===== src/rtl/core/stored_png_rgb_unpacker_assert.svh =====
// assertion macros for the stored png rgb unpacker
`ifndef STORED_PNG_RGB_UNPACKER_ASSERT_SVH
`define STORED_PNG_RGB_UNPACKER_ASSERT_SVH

`ifndef SYNTH
`define STP_ASSERT(lbl, prop, msg) \
  lbl: assert property (@(posedge clk) disable iff (rst) prop) else $error(msg);
`define STP_ASSERT_ALWAYS(lbl, prop, msg) \
  lbl: assert property (@(posedge clk) prop) else $error(msg);
`else
`define STP_ASSERT(lbl, prop, msg)
`define STP_ASSERT_ALWAYS(lbl, prop, msg)
`endif

`endif


===== src/rtl/core/stp_pkg.sv =====
package stp_pkg;

  typedef struct packed {
    logic [7:0]  data_byte;
    logic        file_start;
    logic [15:0] file_bytes;
  } stp_in_t;

  typedef struct packed {
    logic        is_error;
    logic [31:0] pixel_word;
    logic [7:0]  pixel_x;
    logic [7:0]  pixel_y;
    logic        image_done;
    logic [3:0]  status_code;
  } stp_out_t;

  localparam int unsigned CFG_INDEX_W = 1;
  localparam int unsigned CFG_DATA_W  = 8;
  localparam logic [CFG_INDEX_W-1:0] CFG_MAX_WIDTH  = 1'd0;
  localparam logic [CFG_INDEX_W-1:0] CFG_MAX_HEIGHT = 1'd1;
  localparam logic [7:0] MAX_WIDTH_RESET  = 8'd144;
  localparam logic [7:0] MAX_HEIGHT_RESET = 8'd80;

  localparam int unsigned FIFO_DEPTH = 4;
  localparam int unsigned FIFO_PTR_W = $clog2(FIFO_DEPTH);
  localparam int unsigned FIFO_CNT_W = $clog2(FIFO_DEPTH + 1);

  localparam logic [15:0] MIN_FILE_BYTES = 16'd45;
  localparam logic [7:0]  OPAQUE_ALPHA   = 8'hFF;
  localparam logic [31:0] IDAT_TAG       = 32'h49444154;
  localparam logic [7:0]  ZLIB_CMF       = 8'h78;
  localparam logic [7:0]  ZLIB_FLG       = 8'h01;

  localparam logic [7:0] SIG_BYTES [16] = '{
    8'h89, 8'h50, 8'h4E, 8'h47, 8'h0D, 8'h0A, 8'h1A, 8'h0A,
    8'h00, 8'h00, 8'h00, 8'h0D, 8'h49, 8'h48, 8'h44, 8'h52
  };
  localparam logic [7:0] FMT_BYTES [5] = '{8'h08, 8'h02, 8'h00, 8'h00, 8'h00};

  localparam logic [3:0] ST_OK        = 4'd0;
  localparam logic [3:0] ST_SIGNATURE = 4'd1;
  localparam logic [3:0] ST_FORMAT    = 4'd2;
  localparam logic [3:0] ST_SIZE      = 4'd3;
  localparam logic [3:0] ST_NO_IDAT   = 4'd4;
  localparam logic [3:0] ST_TRUNCATED = 4'd5;
  localparam logic [3:0] ST_ZLIB      = 4'd6;
  localparam logic [3:0] ST_BLOCK_HDR = 4'd7;
  localparam logic [3:0] ST_LENGTH    = 4'd8;
  localparam logic [3:0] ST_NLENGTH   = 4'd9;
  localparam logic [3:0] ST_FILTER    = 4'd10;

endpackage


===== src/rtl/core/stored_png_rgb_unpacker.sv =====
// Stored-block PNG RGB unpacker.
// Input side is a queue write port: one file byte per transfer (push while
// full is low) with file_start on the first byte of a file and the file
// length sampled with it. Result side is a queue read port: while empty is
// low the oldest result sits on result, and pop takes it.
// Each byte gives zero or one result: a pixel (RGB packed with opaque alpha
// and its coordinates) or a single error code that ends the file.
// A result is visible in the cycle after the byte transfer that caused
// it. Throughput: one byte per cycle while full is low, as the parser
// handles each byte as it is taken; bytes keep flowing while results wait.
// A four-entry result queue sits between parser and output; with the
// receiver stalled, full rises once four results wait and the input holds.
// Limit registers are written through wr_en/wr_index/wr_data, index 0 is
// the maximum width and index 1 the maximum height, taken at the edge.
// Reset empties the queue, puts the parser in idle (bytes before a file
// start are dropped) and sets the limits to 144 by 80.
module stored_png_rgb_unpacker import stp_pkg::*; (
  input  logic                   clk,
  input  logic                   rst,
  input  logic                   push,
  output logic                   full,
  input  stp_in_t                item,
  input  logic                   pop,
  output logic                   empty,
  output stp_out_t               result,
  input  logic                   wr_en,
  input  logic [CFG_INDEX_W-1:0] wr_index,
  input  logic [CFG_DATA_W-1:0]  wr_data
);

  `include "stored_png_rgb_unpacker_assert.svh"

  logic                  res_valid;
  stp_out_t              res;
  logic [FIFO_CNT_W-1:0] fifo_count;

  stp_parser u_parser (
    .clk       (clk),
    .rst       (rst),
    .take      (push && !full),
    .item      (item),
    .wr_en     (wr_en),
    .wr_index  (wr_index),
    .wr_data   (wr_data),
    .res_valid (res_valid),
    .res       (res)
  );

  stp_fifo u_fifo (
    .clk   (clk),
    .rst   (rst),
    .wr    (res_valid),
    .wdata (res),
    .full  (full),
    .rd    (pop),
    .rdata (result),
    .empty (empty),
    .count (fifo_count)
  );

  `STP_ASSERT_ALWAYS(a_reset_empty, rst |=> empty, "queue not empty after reset")
  `STP_ASSERT(a_full_empty, !(full && empty), "queue full and empty at once")
  `STP_ASSERT(a_result_needs_byte, res_valid |-> (push && !full), "result without transfer")
  `STP_ASSERT(a_count_up, (res_valid && !(pop && !empty)) |=> (fifo_count == $past(fifo_count) + 1'b1), "result lost")

endmodule


===== src/rtl/core/stp_parser.sv =====
module stp_parser import stp_pkg::*; (
  input  logic                   clk,
  input  logic                   rst,
  input  logic                   take,
  input  stp_in_t                item,
  input  logic                   wr_en,
  input  logic [CFG_INDEX_W-1:0] wr_index,
  input  logic [CFG_DATA_W-1:0]  wr_data,
  output logic                   res_valid,
  output stp_out_t               res
);

  localparam logic [2:0] PH_IDLE   = 3'd0;
  localparam logic [2:0] PH_IHDR   = 3'd1;
  localparam logic [2:0] PH_SKIP   = 3'd2;
  localparam logic [2:0] PH_HEAD   = 3'd3;
  localparam logic [2:0] PH_ZLIB   = 3'd4;
  localparam logic [2:0] PH_ROWHDR = 3'd5;
  localparam logic [2:0] PH_PIXELS = 3'd6;
  localparam logic [2:0] PH_DONE   = 3'd7;

  logic [7:0]  max_w, max_h;
  logic [2:0]  phase, phase_next;
  logic [15:0] off, off_next;
  logic [15:0] flen, flen_next;
  logic [7:0]  img_w, img_w_next, img_h, img_h_next;
  logic [15:0] cstart, cstart_next;
  logic [63:0] hdr, hdr_next;
  logic [7:0]  row, row_next, col, col_next;
  logic [15:0] acc, acc_next;
  logic [1:0]  bip, bip_next;
  logic [2:0]  step, step_next;

  always_comb begin
    logic        restart;
    logic [2:0]  c_phase, c_step, rel;
    logic [15:0] c_off, c_cstart, c_acc;
    logic [7:0]  c_row, c_col, c_w, c_h, b, col1, row1;
    logic [63:0] c_hdr, sh;
    logic [1:0]  c_bip;
    logic        err;
    logic [3:0]  code;
    logic [32:0] nxt;
    logic [15:0] lenv;
    logic [9:0]  want_len;
    logic [8:0]  row_inc;

    restart  = take && item.file_start;
    b        = item.data_byte;
    c_phase  = restart ? PH_IHDR : phase;
    c_off    = restart ? '0 : off;
    c_cstart = restart ? '0 : cstart;
    c_hdr    = restart ? '0 : hdr;
    c_row    = restart ? '0 : row;
    c_col    = restart ? '0 : col;
    c_acc    = restart ? '0 : acc;
    c_bip    = restart ? '0 : bip;
    c_step   = restart ? '0 : step;
    c_w      = restart ? '0 : img_w;
    c_h      = restart ? '0 : img_h;

    phase_next  = c_phase;
    off_next    = c_off;
    flen_next   = restart ? item.file_bytes : flen;
    img_w_next  = c_w;
    img_h_next  = c_h;
    cstart_next = c_cstart;
    hdr_next    = c_hdr;
    row_next    = c_row;
    col_next    = c_col;
    acc_next    = c_acc;
    bip_next    = c_bip;
    step_next   = c_step;

    err       = 1'b0;
    code      = ST_OK;
    res_valid = 1'b0;
    res       = '0;
    sh        = {c_hdr[55:0], b};
    rel       = '0;
    nxt       = '0;
    lenv      = {b, c_hdr[7:0]};
    want_len  = 10'd1 + 10'(c_w) * 10'd3;
    row_inc   = {1'b0, c_row} + 9'd1;
    col1      = c_col + 8'd1;
    row1      = c_row + 8'd1;

    if (restart && item.file_bytes < MIN_FILE_BYTES) begin
      err  = 1'b1;
      code = ST_SIGNATURE;
    end else if (take && c_phase != PH_IDLE && c_phase != PH_DONE) begin
      off_next = c_off + 16'd1;
      case (c_phase)
        PH_IHDR: begin
          if (c_off < 16'd16) begin
            if (b != SIG_BYTES[c_off[3:0]]) begin
              err  = 1'b1;
              code = ST_SIGNATURE;
            end
          end else if (c_off < 16'd24) begin
            hdr_next = sh;
          end else if (c_off < 16'd29) begin
            if (b != FMT_BYTES[3'(c_off - 16'd24)]) begin
              err  = 1'b1;
              code = ST_FORMAT;
            end else if (c_off == 16'd28) begin
              if (c_hdr[63:32] == '0 || c_hdr[63:32] > {24'd0, max_w} ||
                  c_hdr[31:0] == '0 || c_hdr[31:0] > {24'd0, max_h}) begin
                err  = 1'b1;
                code = ST_SIZE;
              end else begin
                img_w_next = c_hdr[39:32];
                img_h_next = c_hdr[7:0];
              end
            end
          end else if (c_off == 16'd32) begin
            cstart_next = 16'd33;
            phase_next  = PH_SKIP;
          end
        end
        PH_SKIP, PH_HEAD: begin
          if (c_phase == PH_HEAD || c_off == c_cstart) begin
            rel        = (c_phase == PH_SKIP) ? 3'd0 : c_step;
            hdr_next   = sh;
            phase_next = PH_HEAD;
            step_next  = rel + 3'd1;
            if (rel == 3'd7) begin
              nxt = {17'd0, c_cstart} + 33'd12 + {1'b0, sh[63:32]};
              if (sh[31:0] != IDAT_TAG) begin
                if (nxt + 33'd12 > {17'd0, flen}) begin
                  err  = 1'b1;
                  code = ST_NO_IDAT;
                end else begin
                  cstart_next = nxt[15:0];
                  phase_next  = PH_SKIP;
                end
              end else if (nxt > {17'd0, flen}) begin
                err  = 1'b1;
                code = ST_TRUNCATED;
              end else begin
                phase_next = PH_ZLIB;
                step_next  = '0;
              end
            end
          end
        end
        PH_ZLIB: begin
          if (c_step == 3'd0) begin
            step_next = 3'd1;
            if (b != ZLIB_CMF) begin
              err  = 1'b1;
              code = ST_ZLIB;
            end
          end else if (b != ZLIB_FLG) begin
            err  = 1'b1;
            code = ST_ZLIB;
          end else begin
            row_next   = '0;
            step_next  = '0;
            phase_next = PH_ROWHDR;
          end
        end
        PH_ROWHDR: begin
          step_next = c_step + 3'd1;
          case (c_step)
            3'd0: begin
              if (b != {7'd0, row_inc == {1'b0, c_h}}) begin
                err  = 1'b1;
                code = ST_BLOCK_HDR;
              end
            end
            3'd1: hdr_next = {56'd0, b};
            3'd2: begin
              hdr_next = {48'd0, lenv};
              if (lenv != {6'd0, want_len}) begin
                err  = 1'b1;
                code = ST_LENGTH;
              end
            end
            3'd3: begin
              if (b != ~c_hdr[7:0]) begin
                err  = 1'b1;
                code = ST_NLENGTH;
              end
            end
            3'd4: begin
              if (b != ~c_hdr[15:8]) begin
                err  = 1'b1;
                code = ST_NLENGTH;
              end
            end
            default: begin
              if (b != 8'd0) begin
                err  = 1'b1;
                code = ST_FILTER;
              end else begin
                col_next   = '0;
                bip_next   = '0;
                acc_next   = '0;
                phase_next = PH_PIXELS;
              end
            end
          endcase
        end
        PH_PIXELS: begin
          if (c_bip == 2'd2) begin
            res_valid      = 1'b1;
            res.pixel_word = {OPAQUE_ALPHA, b, c_acc};
            res.pixel_x    = c_col;
            res.pixel_y    = c_row;
            acc_next       = '0;
            bip_next       = '0;
            col_next       = col1;
            if (col1 >= c_w) begin
              row_next = row1;
              if (row1 >= c_h) begin
                res.image_done = 1'b1;
                phase_next     = PH_DONE;
              end else begin
                step_next  = '0;
                phase_next = PH_ROWHDR;
              end
            end
          end else begin
            if (c_bip == 2'd0) begin
              acc_next[7:0] = b;
            end else begin
              acc_next[15:8] = b;
            end
            bip_next = c_bip + 2'd1;
          end
        end
        default: ;
      endcase
    end

    if (err) begin
      phase_next      = PH_DONE;
      res_valid       = 1'b1;
      res             = '0;
      res.is_error    = 1'b1;
      res.status_code = code;
    end
  end

  always_ff @(posedge clk) begin
    if (rst) begin
      max_w  <= MAX_WIDTH_RESET;
      max_h  <= MAX_HEIGHT_RESET;
      phase  <= PH_IDLE;
      off    <= '0;
      flen   <= '0;
      img_w  <= '0;
      img_h  <= '0;
      cstart <= '0;
      row    <= '0;
      col    <= '0;
      bip    <= '0;
      step   <= '0;
    end else begin
      if (wr_en && wr_index == CFG_MAX_WIDTH) begin
        max_w <= wr_data;
      end
      if (wr_en && wr_index == CFG_MAX_HEIGHT) begin
        max_h <= wr_data;
      end
      phase  <= phase_next;
      off    <= off_next;
      flen   <= flen_next;
      img_w  <= img_w_next;
      img_h  <= img_h_next;
      cstart <= cstart_next;
      row    <= row_next;
      col    <= col_next;
      bip    <= bip_next;
      step   <= step_next;
    end
  end

  always_ff @(posedge clk) begin
    hdr <= hdr_next;
    acc <= acc_next;
  end

endmodule


===== src/rtl/core/stp_fifo.sv =====
module stp_fifo import stp_pkg::*; (
  input  logic                  clk,
  input  logic                  rst,
  input  logic                  wr,
  input  stp_out_t              wdata,
  output logic                  full,
  input  logic                  rd,
  output stp_out_t              rdata,
  output logic                  empty,
  output logic [FIFO_CNT_W-1:0] count
);

  stp_out_t              mem [FIFO_DEPTH];
  logic [FIFO_PTR_W-1:0] wptr, rptr;
  logic                  do_wr, do_rd;

  assign full  = (count == FIFO_CNT_W'(FIFO_DEPTH));
  assign empty = (count == '0);
  assign do_wr = wr && !full;
  assign do_rd = rd && !empty;
  assign rdata = mem[rptr];

  always_ff @(posedge clk) begin
    if (rst) begin
      wptr  <= '0;
      rptr  <= '0;
      count <= '0;
    end else begin
      if (do_wr) begin
        wptr <= wptr + 1'b1;
      end
      if (do_rd) begin
        rptr <= rptr + 1'b1;
      end
      if (do_wr && !do_rd) begin
        count <= count + 1'b1;
      end else if (do_rd && !do_wr) begin
        count <= count - 1'b1;
      end
    end
  end

  always_ff @(posedge clk) begin
    if (do_wr) begin
      mem[wptr] <= wdata;
    end
  end

endmodule

===== config.mk =====
export PLATFORM = sky130hd
export DESIGN_NAME = stored_png_rgb_unpacker
export DESIGN_NICKNAME = d
export VERILOG_FILES = /design/src/rtl/core/stp_pkg.sv /design/src/rtl/core/stored_png_rgb_unpacker.sv /design/src/rtl/core/stp_parser.sv /design/src/rtl/core/stp_fifo.sv
export VERILOG_INCLUDE_DIRS = /design/src /design/src/rtl/core
export SDC_FILE = /design/constraint.sdc
export NUM_CORES = 1
export LEC_CHECK = 0
export ABC_AREA = 1
export BUFFER_PORTS_ARGS = -buffer_cell sky130_fd_sc_hd__buf_2
export CAP_MARGIN = 10
export CORE_MARGIN = 3
export CORE_UTILIZATION = 50
export DETAILED_ROUTE_END_ITERATION = 10
export PLACE_DENSITY = 0.65
export RECOVER_POWER = 100
export SYNTH_ARGS = -nofsm -noshare
export SYNTH_HDL_FRONTEND = slang
export SYNTH_SLANG_ARGS = --single-unit

===== constraint.sdc =====
create_clock -name clk -period 15.7 [get_ports clk]
set_input_delay 3.14 -clock clk [delete_from_list [all_inputs] [get_ports clk]]
set_output_delay 3.14 -clock clk [all_outputs]
set_load 0.02 [all_outputs]

==> out/qor.csv, run 1 <==
stage,metric,value,unit
outcome,status,finished with violations,
outcome,violated checks,"max-capacitance violations, max-slew violations",
timing,Tmin final,12.30,ns
finish,share of layout cells above drive strength 1,8.98,%
pwr,PwrDens,116,nW/um^2
placed_design,DP HPWL,47700,um
routing,total number of vias,19900,
synthesis,Mapped Nets,3054,
timing,transition time of the tightest slew-check pin,3.67,ns
synthesis,Synth Warn #,0,
synthesis,asr flop ratio synth,0,%
timing,sum of negative setup slack,0,ns
setup_path,slowest cell on the critical path,clkbuf_1,
clock_network,Root Buffer,clkbuf_16,
pwr,combinational share of power,26.2,%
job,max cap viols,7,
clock_network,CTS Buffer Depth,3,
floorplanning,Die Width,220,um
pwr,total power,0.00286,W
finish,ANT cells,0,
routing,Post-Route WL,65500,um
timing,relative slew slack,-145,%
setup_path,CP max stage delay,2.62,ns
synthesis,ys flop type,dfxtp_1,
pwr,clock power share,34.6,%
synthesis,most instantiated cells after synthesis,"nand2_1 (580), inv_1 (356), nor2_1 (308)",
global_route,GRT Util Overall,26.8,%
timing,final-report setup violation count,0,
routing,post-DR vias/cell,5.60,
floorplanning,die area,48200,um^2
timing,Max Freq,81.3,MHz
global_route,largest net degree at the start of global routing,93,
worst_hold_path,Hold Path Depth,2,
timing,unrepaired setup endpoints after global routing,no,
floorplanning,Rows,77,
clock_network,H-tree levels,2,
clock_network,clock-pin slew on the worst setup and hold paths,0.06,ns
synthesis,Syn Area/Cell,7.86,um^2
setup_path,critical path peak fanout,77,
worst_hold_path,Hold Crit Endpoint,u_parser.max_w[2],
timing,final worst-path cycle share,78.3,%
finish,Post-Layout Cell Count,3564,
global_route,grt ovf,0,
pwr,Sw Ratio,34.8,%
finish,Syn-to-layout area delta,8.24,%
timing,worst-case clock skew,0.0450,ns
clock_network,"Clk Latency, worst-skew pair",0.60,ns
synthesis,Yosys top cell area share,24.7,%
clock_network,# hold bufs at CTS,0,
clock_network,"Gates resized, CTS repair",0,
pwr,peak supply drop,0.0800,mV
setup_path,RR Startpoint,u_fifo.count[0],
synthesis,Seq cells post-synth,381,
synthesis,"Seq/Total Area, Yosys",41.7,%
pwr,Sequential Power Share,39.2,%
global_route,first-pass GRT wire length,103000,um
setup_path,startpoint class of the critical path,primary input,
setup_path,Worst EP required,16.18,ns
setup_path,FF-to-FF End,u_fifo.count[1],
placed_design,placed cell count,3490,
timing,Max Slew Vio Count,327,
clock_network,clock tree from TritonCTS,built,
synthesis,top area cells in the synthesized netlist,"edfxtp_1 (25%), dfxtp_1 (17%), nand2_1 (9.5%), ha_1 (6.0%), inv_1 (5.9%)",
routing,Routed Antenna Nets,0,
synthesis,Netlist cell types,72,
setup_path,reg2reg setup slack,5.18,ns
pwr,P_leak,10.9,nW
global_route,vias in the first global route,19100,
floorplanning,I/O pin cnt,95,
timing,Final Hold Vio Count,0,
routing,DRC viols,0,
setup_path,CP Data Arrival Time,12.78,ns
worst_hold_path,worst hold path type,flop to flop,
setup_path,Worst Setup Path Type,primary input to flop,
synthesis,dominant cell type by area after synthesis,edfxtp_1,
floorplanning,core area,44600,um^2
routing,drt first pass iters,6,
clock_network,Sink Count,381,
clock_network,setup bufs post-CTS,0,
finish,NumNets Final,3092,
pwr,net switching power,0.000995,W
worst_hold_path,min-delay src,u_parser.max_w[2],
floorplanning,initial cell density of the core,51.1,%
pwr,cell-internal power,0.00186,W
floorplanning,die height,220,um
synthesis,Post-Syn Instances,2904,
placed_design,Buffers on Ports,94,
setup_path,crit end category,flop,
setup_path,Buffers & Inverters on Critical Path,6,
synthesis,post-synthesis cell area,22800,um^2
routing,DRT iter0 DRCs,1593,
placed_design,Routability Congestion,0.922,
global_route,initial antenna violation count,0,
setup_path,number of cells on the critical path,31,
routing,drt wl/cell,18.4,um
clock_network,CTS Buf Count,42,
setup_path,crit-path most repeated cell,nand2_1,
synthesis,Post-synth EDFFs,188,
synthesis,"count leader, synth",nand2_1,
setup_path,Reg2Reg Depth,32,
setup_path,cell family with most CP delay,simple AND/OR/NAND/NOR gates,
[layer usage]
layer / vias up / track usage, % / part of all wire (%)
met1: 9409 / 33.4 / 42
met4: 0 / 9.77 / 3.6
met3: 136 / 3.35 / 4.8
met5: - / 0 / 0
met2: 549 / 47.7 / 49
li1: 9851 / - / -
[how the worst max path moves through the flow]
stage               start                to  slack, ns
floorplan            push  u_fifo.mem[0][0]       6.48
global placement     push   u_fifo.count[2]       5.51
detailed placement   push   u_fifo.count[1]       5.37
CTS                  push   u_fifo.count[1]       6.00
global route         push   u_fifo.count[2]       2.75
finish               push   u_fifo.count[1]       3.40
[power groups by stage]
stage	registers, W	clock network (W)	logic, W
final	0.00112	0.000987	0.000749
after global routing	0.00112	0.00104	0.000825
after CTS	0.00112	0.00100	0.000776
after detailed placement	0.00114	0	0.000774
after global placement	0.00114	0	0.000764
after floorplan	0.00114	0	0.000568
[cells by family after synthesis]
group	Yosys count	synth area share, %
AOI/OAI and AO/OA	590	15.0
xor gates and xnor gates	72	2.76
adders and majority gates	111	6.15
buffers and inverters	503	9.24
DFF	381	41.7
and+or+nand+nor	1247	25.1
[cell type report]
| type | count | area [um^2] |
|---|---|---|
| inverters | 389 | 1460 |
| clock inverters | 19 | 262 |
| clock buffers | 55 | 1120 |
| repair buffers | 108 | 485 |
| well taps | 592 | 741 |
| fillers | 4236 | 19900 |
| flip-flops and latches | 381 | 9510 |
| multi-input cells | 2020 | 11100 |
[sequential cells by signal, indices dropped and copies added, names as in the netlist, 8 cells and up, named ones only]
| register | flops |
|---|---|
| u_parser.off | 16 |
| u_parser.flen | 16 |
| u_parser.row | 8 |
| u_parser.cstart | 16 |
| u_parser.hdr | 64 |
| u_parser.img_h | 8 |
| u_parser.max_w | 8 |
| u_parser.col | 8 |
| u_parser.max_h | 8 |
| u_parser.acc | 16 |
| u_fifo.mem | 188 |
| u_parser.img_w | 8 |
[worst min-delay path, stage by stage (launching register included)]
cell and delay [ns]:
dfxtp_1 0.29, inv_1 0.06, a21oi_1 0.06
[stage by stage]
| step | setup slack [ns] | hold slack, ns | util, % | cell area [um^2] |
|---|---|---|---|---|
| 2_1_floorplan | 6.48 | 0.435 | - | 22800 |
| 3_5_place_dp | 5.37 | 0.457 | 52.7 | 23500 |
| 5_1_grt | 2.75 | 0.495 | 55.4 | 24700 |
| 4_1_cts | 6.00 | 0.467 | 55.7 | 24900 |
| 6_report | 3.40 | 0.462 | 55.4 | 24700 |
| 3_3_place_gp | 5.51 | 0.447 | 52.7 | 23500 |
[layout by cell type, fill, tap and decap left out, drive strengths merged, types with 4 or more instances in the layout]
| cell type | netlist | routed |
|---|---|---|
| nand2 | 652 | 652 |
| inv | 384 | 380 |
| nor2 | 343 | 343 |
| o21ai | 227 | 227 |
| dfxtp | 193 | 193 |
| edfxtp | 188 | 188 |
| a21oi | 153 | 153 |
| nand3 | 125 | 125 |
| o22ai | 115 | 115 |
| clkbuf | 76 | 115 |
| ha | 109 | 109 |
| nand4 | 56 | 56 |
| xor2 | 48 | 48 |
| buf | 37 | 48 |
| nor3 | 37 | 37 |
| xnor2 | 24 | 24 |
| clkinv | 5 | 22 |
| o32ai | 20 | 20 |
| o211ai | 14 | 14 |
| a22oi | 14 | 14 |
| nor4 | 14 | 14 |
| a211oi | 9 | 9 |
| or2 | 8 | 8 |
| nand3b | 5 | 5 |
| o21bai | 5 | 5 |
| a221oi | 4 | 4 |
| o221ai | 4 | 4 |
| bufinv | 0 | 4 |
Note: power is estimated with default switching activity, not from simulation.
==> run 2: changes to the inputs <==
- PLACE_DENSITY: 0.65 -> 0.67
- clock period: 15.7 -> 10.6 ns (I/O delays scaled with it)
==> run 2 against run 1 <==
Against the previous run: the flow still finishes with violations (max-capacitance violations, max-slew violations); first-iteration DRC count shrank 14%; sequential share of layout area shrank 0.14 points; power grew 50%; clock power grew 54%; register-to-register slack lost 3.2 ns; critical path type unchanged; largest cell class unchanged.
==> out/qor.csv, run 2 (synthesized netlist as in run 1, its figures left out) <==
stage,metric,value,unit
pwr,Sequential Power Share,38.7,%
global_route,grt ovf,0,
finish,Syn-to-layout area delta,8.64,%
global_route,GRT Util Overall,26.8,%
timing,transition time of the tightest slew-check pin,2.28,ns
outcome,violated checks,"max-capacitance violations, max-slew violations",
routing,drt wl/cell,18.4,um
worst_hold_path,worst hold path type,flop to flop,
timing,Hold WS,0.470,ns
setup_path,Worst Setup Path Type,primary input to flop,
timing,final-report setup violation count,0,
global_route,first-pass GRT wire length,103000,um
routing,DRT iter0 DRCs,1372,
finish,ANT cells,0,
setup_path,crit end category,flop,
outcome,status,finished with violations,
floorplanning,I/O pin cnt,95,
placed_design,Placement Cell Area,23500,um^2
timing,Max Freq,106,MHz
pwr,PwrDens,173,nW/um^2
clock_network,clock-pin slew on the worst setup and hold paths,0.06,ns
global_route,initial antenna violation count,0,
setup_path,reg2reg setup slack,1.99,ns
clock_network,Root Buffer,clkbuf_16,
setup_path,RR Startpoint,u_fifo.count[1],
pwr,combinational share of power,25.9,%
pwr,P_leak,10.9,nW
timing,Tmin final,9.44,ns
placed_design,Buffers on Ports,94,
timing,relative slew slack,-52.2,%
timing,worst-case clock skew,0.0376,ns
routing,drt first pass iters,6,
worst_hold_path,min-delay src,u_fifo.rptr[1],
routing,total number of vias,20000,
pwr,cell-internal power,0.00281,W
job,max cap viols,6,
timing,Max Slew Vio Count,268,
clock_network,setup bufs post-CTS,0,
finish,Largest register FFs,188,
setup_path,CP max stage delay,0.48,ns
timing,Final Hold Vio Count,0,
floorplanning,die area,48200,um^2
clock_network,# hold bufs at CTS,0,
timing,final worst-path cycle share,89.0,%
floorplanning,Rows,77,
global_route,vias in the first global route,19200,
finish,"most common cell after layout, fill and taps aside",nand2_1,
worst_hold_path,Hold Path Depth,2,
setup_path,crit-path most repeated cell,nand2_1,
floorplanning,core area,44600,um^2
setup_path,CP Data Arrival Time,9.88,ns
clock_network,CTS Buf Count,41,
clock_network,clock tree from TritonCTS,built,
pwr,clock power share,35.4,%
finish,Final Cell Area,24800,um^2
setup_path,slowest cell on the critical path,nor4_1,
pwr,peak supply drop,0.113,mV
setup_path,Reg2Reg Depth,57,
clock_network,Sink Count,381,
pwr,Sw Ratio,34.3,%
pwr,net switching power,0.00147,W
timing,unrepaired setup endpoints after global routing,no,
finish,share of layout cells above drive strength 1,9.28,%
placed_design,DP HPWL,48200,um
clock_network,"Clk Latency, worst-skew pair",0.59,ns
routing,post-DR vias/cell,5.62,
clock_network,H-tree levels,2,
finish,Reg with most FFs,u_fifo.mem,
placed_design,Routability Congestion,0.960,
finish,NumNets Final,3092,
setup_path,critical path peak fanout,21,
finish,most frequent cells in the layout,"nand2_1 (585), inv_1 (356), nor2_1 (313)",
finish,top flop regs,"u_fifo.mem: 188 flops, u_parser.hdr: 64 flops",
floorplanning,initial cell density of the core,51.1,%
routing,Post-Route WL,65600,um
floorplanning,Die Width,220,um
global_route,largest net degree at the start of global routing,95,
setup_path,Worst EP required,11.04,ns
clock_network,CTS Buffer Depth,3,
routing,DRC viols,0,
routing,Routed Antenna Nets,0,
timing,sum of negative setup slack,0,ns
floorplanning,die height,220,um
setup_path,FF-to-FF End,u_fifo.count[2],
clock_network,"Gates resized, CTS repair",0,
setup_path,startpoint class of the critical path,primary input,
run 2: critical path, delay by kind of cell:
kind,cells,cell delay [ns]
xor gates and xnor gates,2,0.34
adders and majority gates,4,1.10
AOI/OAI and AO/OA,4,0.59
buffers and inverters,12,0.84
and+or+nand+nor,34,4.86
run 2: routing by layer:
metal	global-route usage, %	up-vias	share of wire [%]
li1	-	9859	-
met1	33.6	9421	42
met2	47.5	624	50
met3	2.92	136	4.8
met4	10.3	0	3.7
met5	0	-	0
run 2: cell type report:
cell class / count / area [um^2]
multi-input cells: 2020 / 11100
fillers: 4197 / 19800
well taps: 592 / 741
repair buffers: 109 / 500
clock inverters: 16 / 250
flip-flops and latches: 381 / 9510
clock buffers: 59 / 1210
inverters: 389 / 1460
run 2: worst max-delay path by stage:
stage                     slack [ns]  cells after the start  from                end
final                           1.16                     56  push    u_fifo.count[2]
after global routing            0.42                     55  push    u_fifo.count[2]
after CTS                       1.51                     49  push  u_fifo.mem[3][13]
after detailed placement        0.92                     49  push  u_fifo.mem[3][27]
after global placement          0.91                     39  push  u_fifo.mem[3][27]
after floorplan                 2.40                     49  push   u_fifo.mem[0][0]
run 2: per-stage QoR:
stage / cells / setup slack, ns / power (W) / util (%)
after detailed placement: 3491 / 0.922 / 0.00283 / 52.7
final: 3566 / 1.16 / 0.00428 / 55.6
after global placement: 3491 / 0.910 / 0.00281 / 52.7
after global routing: 3566 / 0.420 / 0.00449 / 55.6
after CTS: 3566 / 1.51 / 0.00434 / 56.0
after floorplan: 2904 / 2.40 / 0.00253 / -
run 2: power by group through the flow:
stage / Sequential [W] / Clock [W] / Combinational (W)
floorplan: 0.00168 / 0 / 0.000842
global placement: 0.00169 / 0 / 0.00112
detailed placement: 0.00169 / 0 / 0.00114
CTS: 0.00166 / 0.00153 / 0.00115
global route: 0.00166 / 0.00160 / 0.00123
finish: 0.00166 / 0.00152 / 0.00111
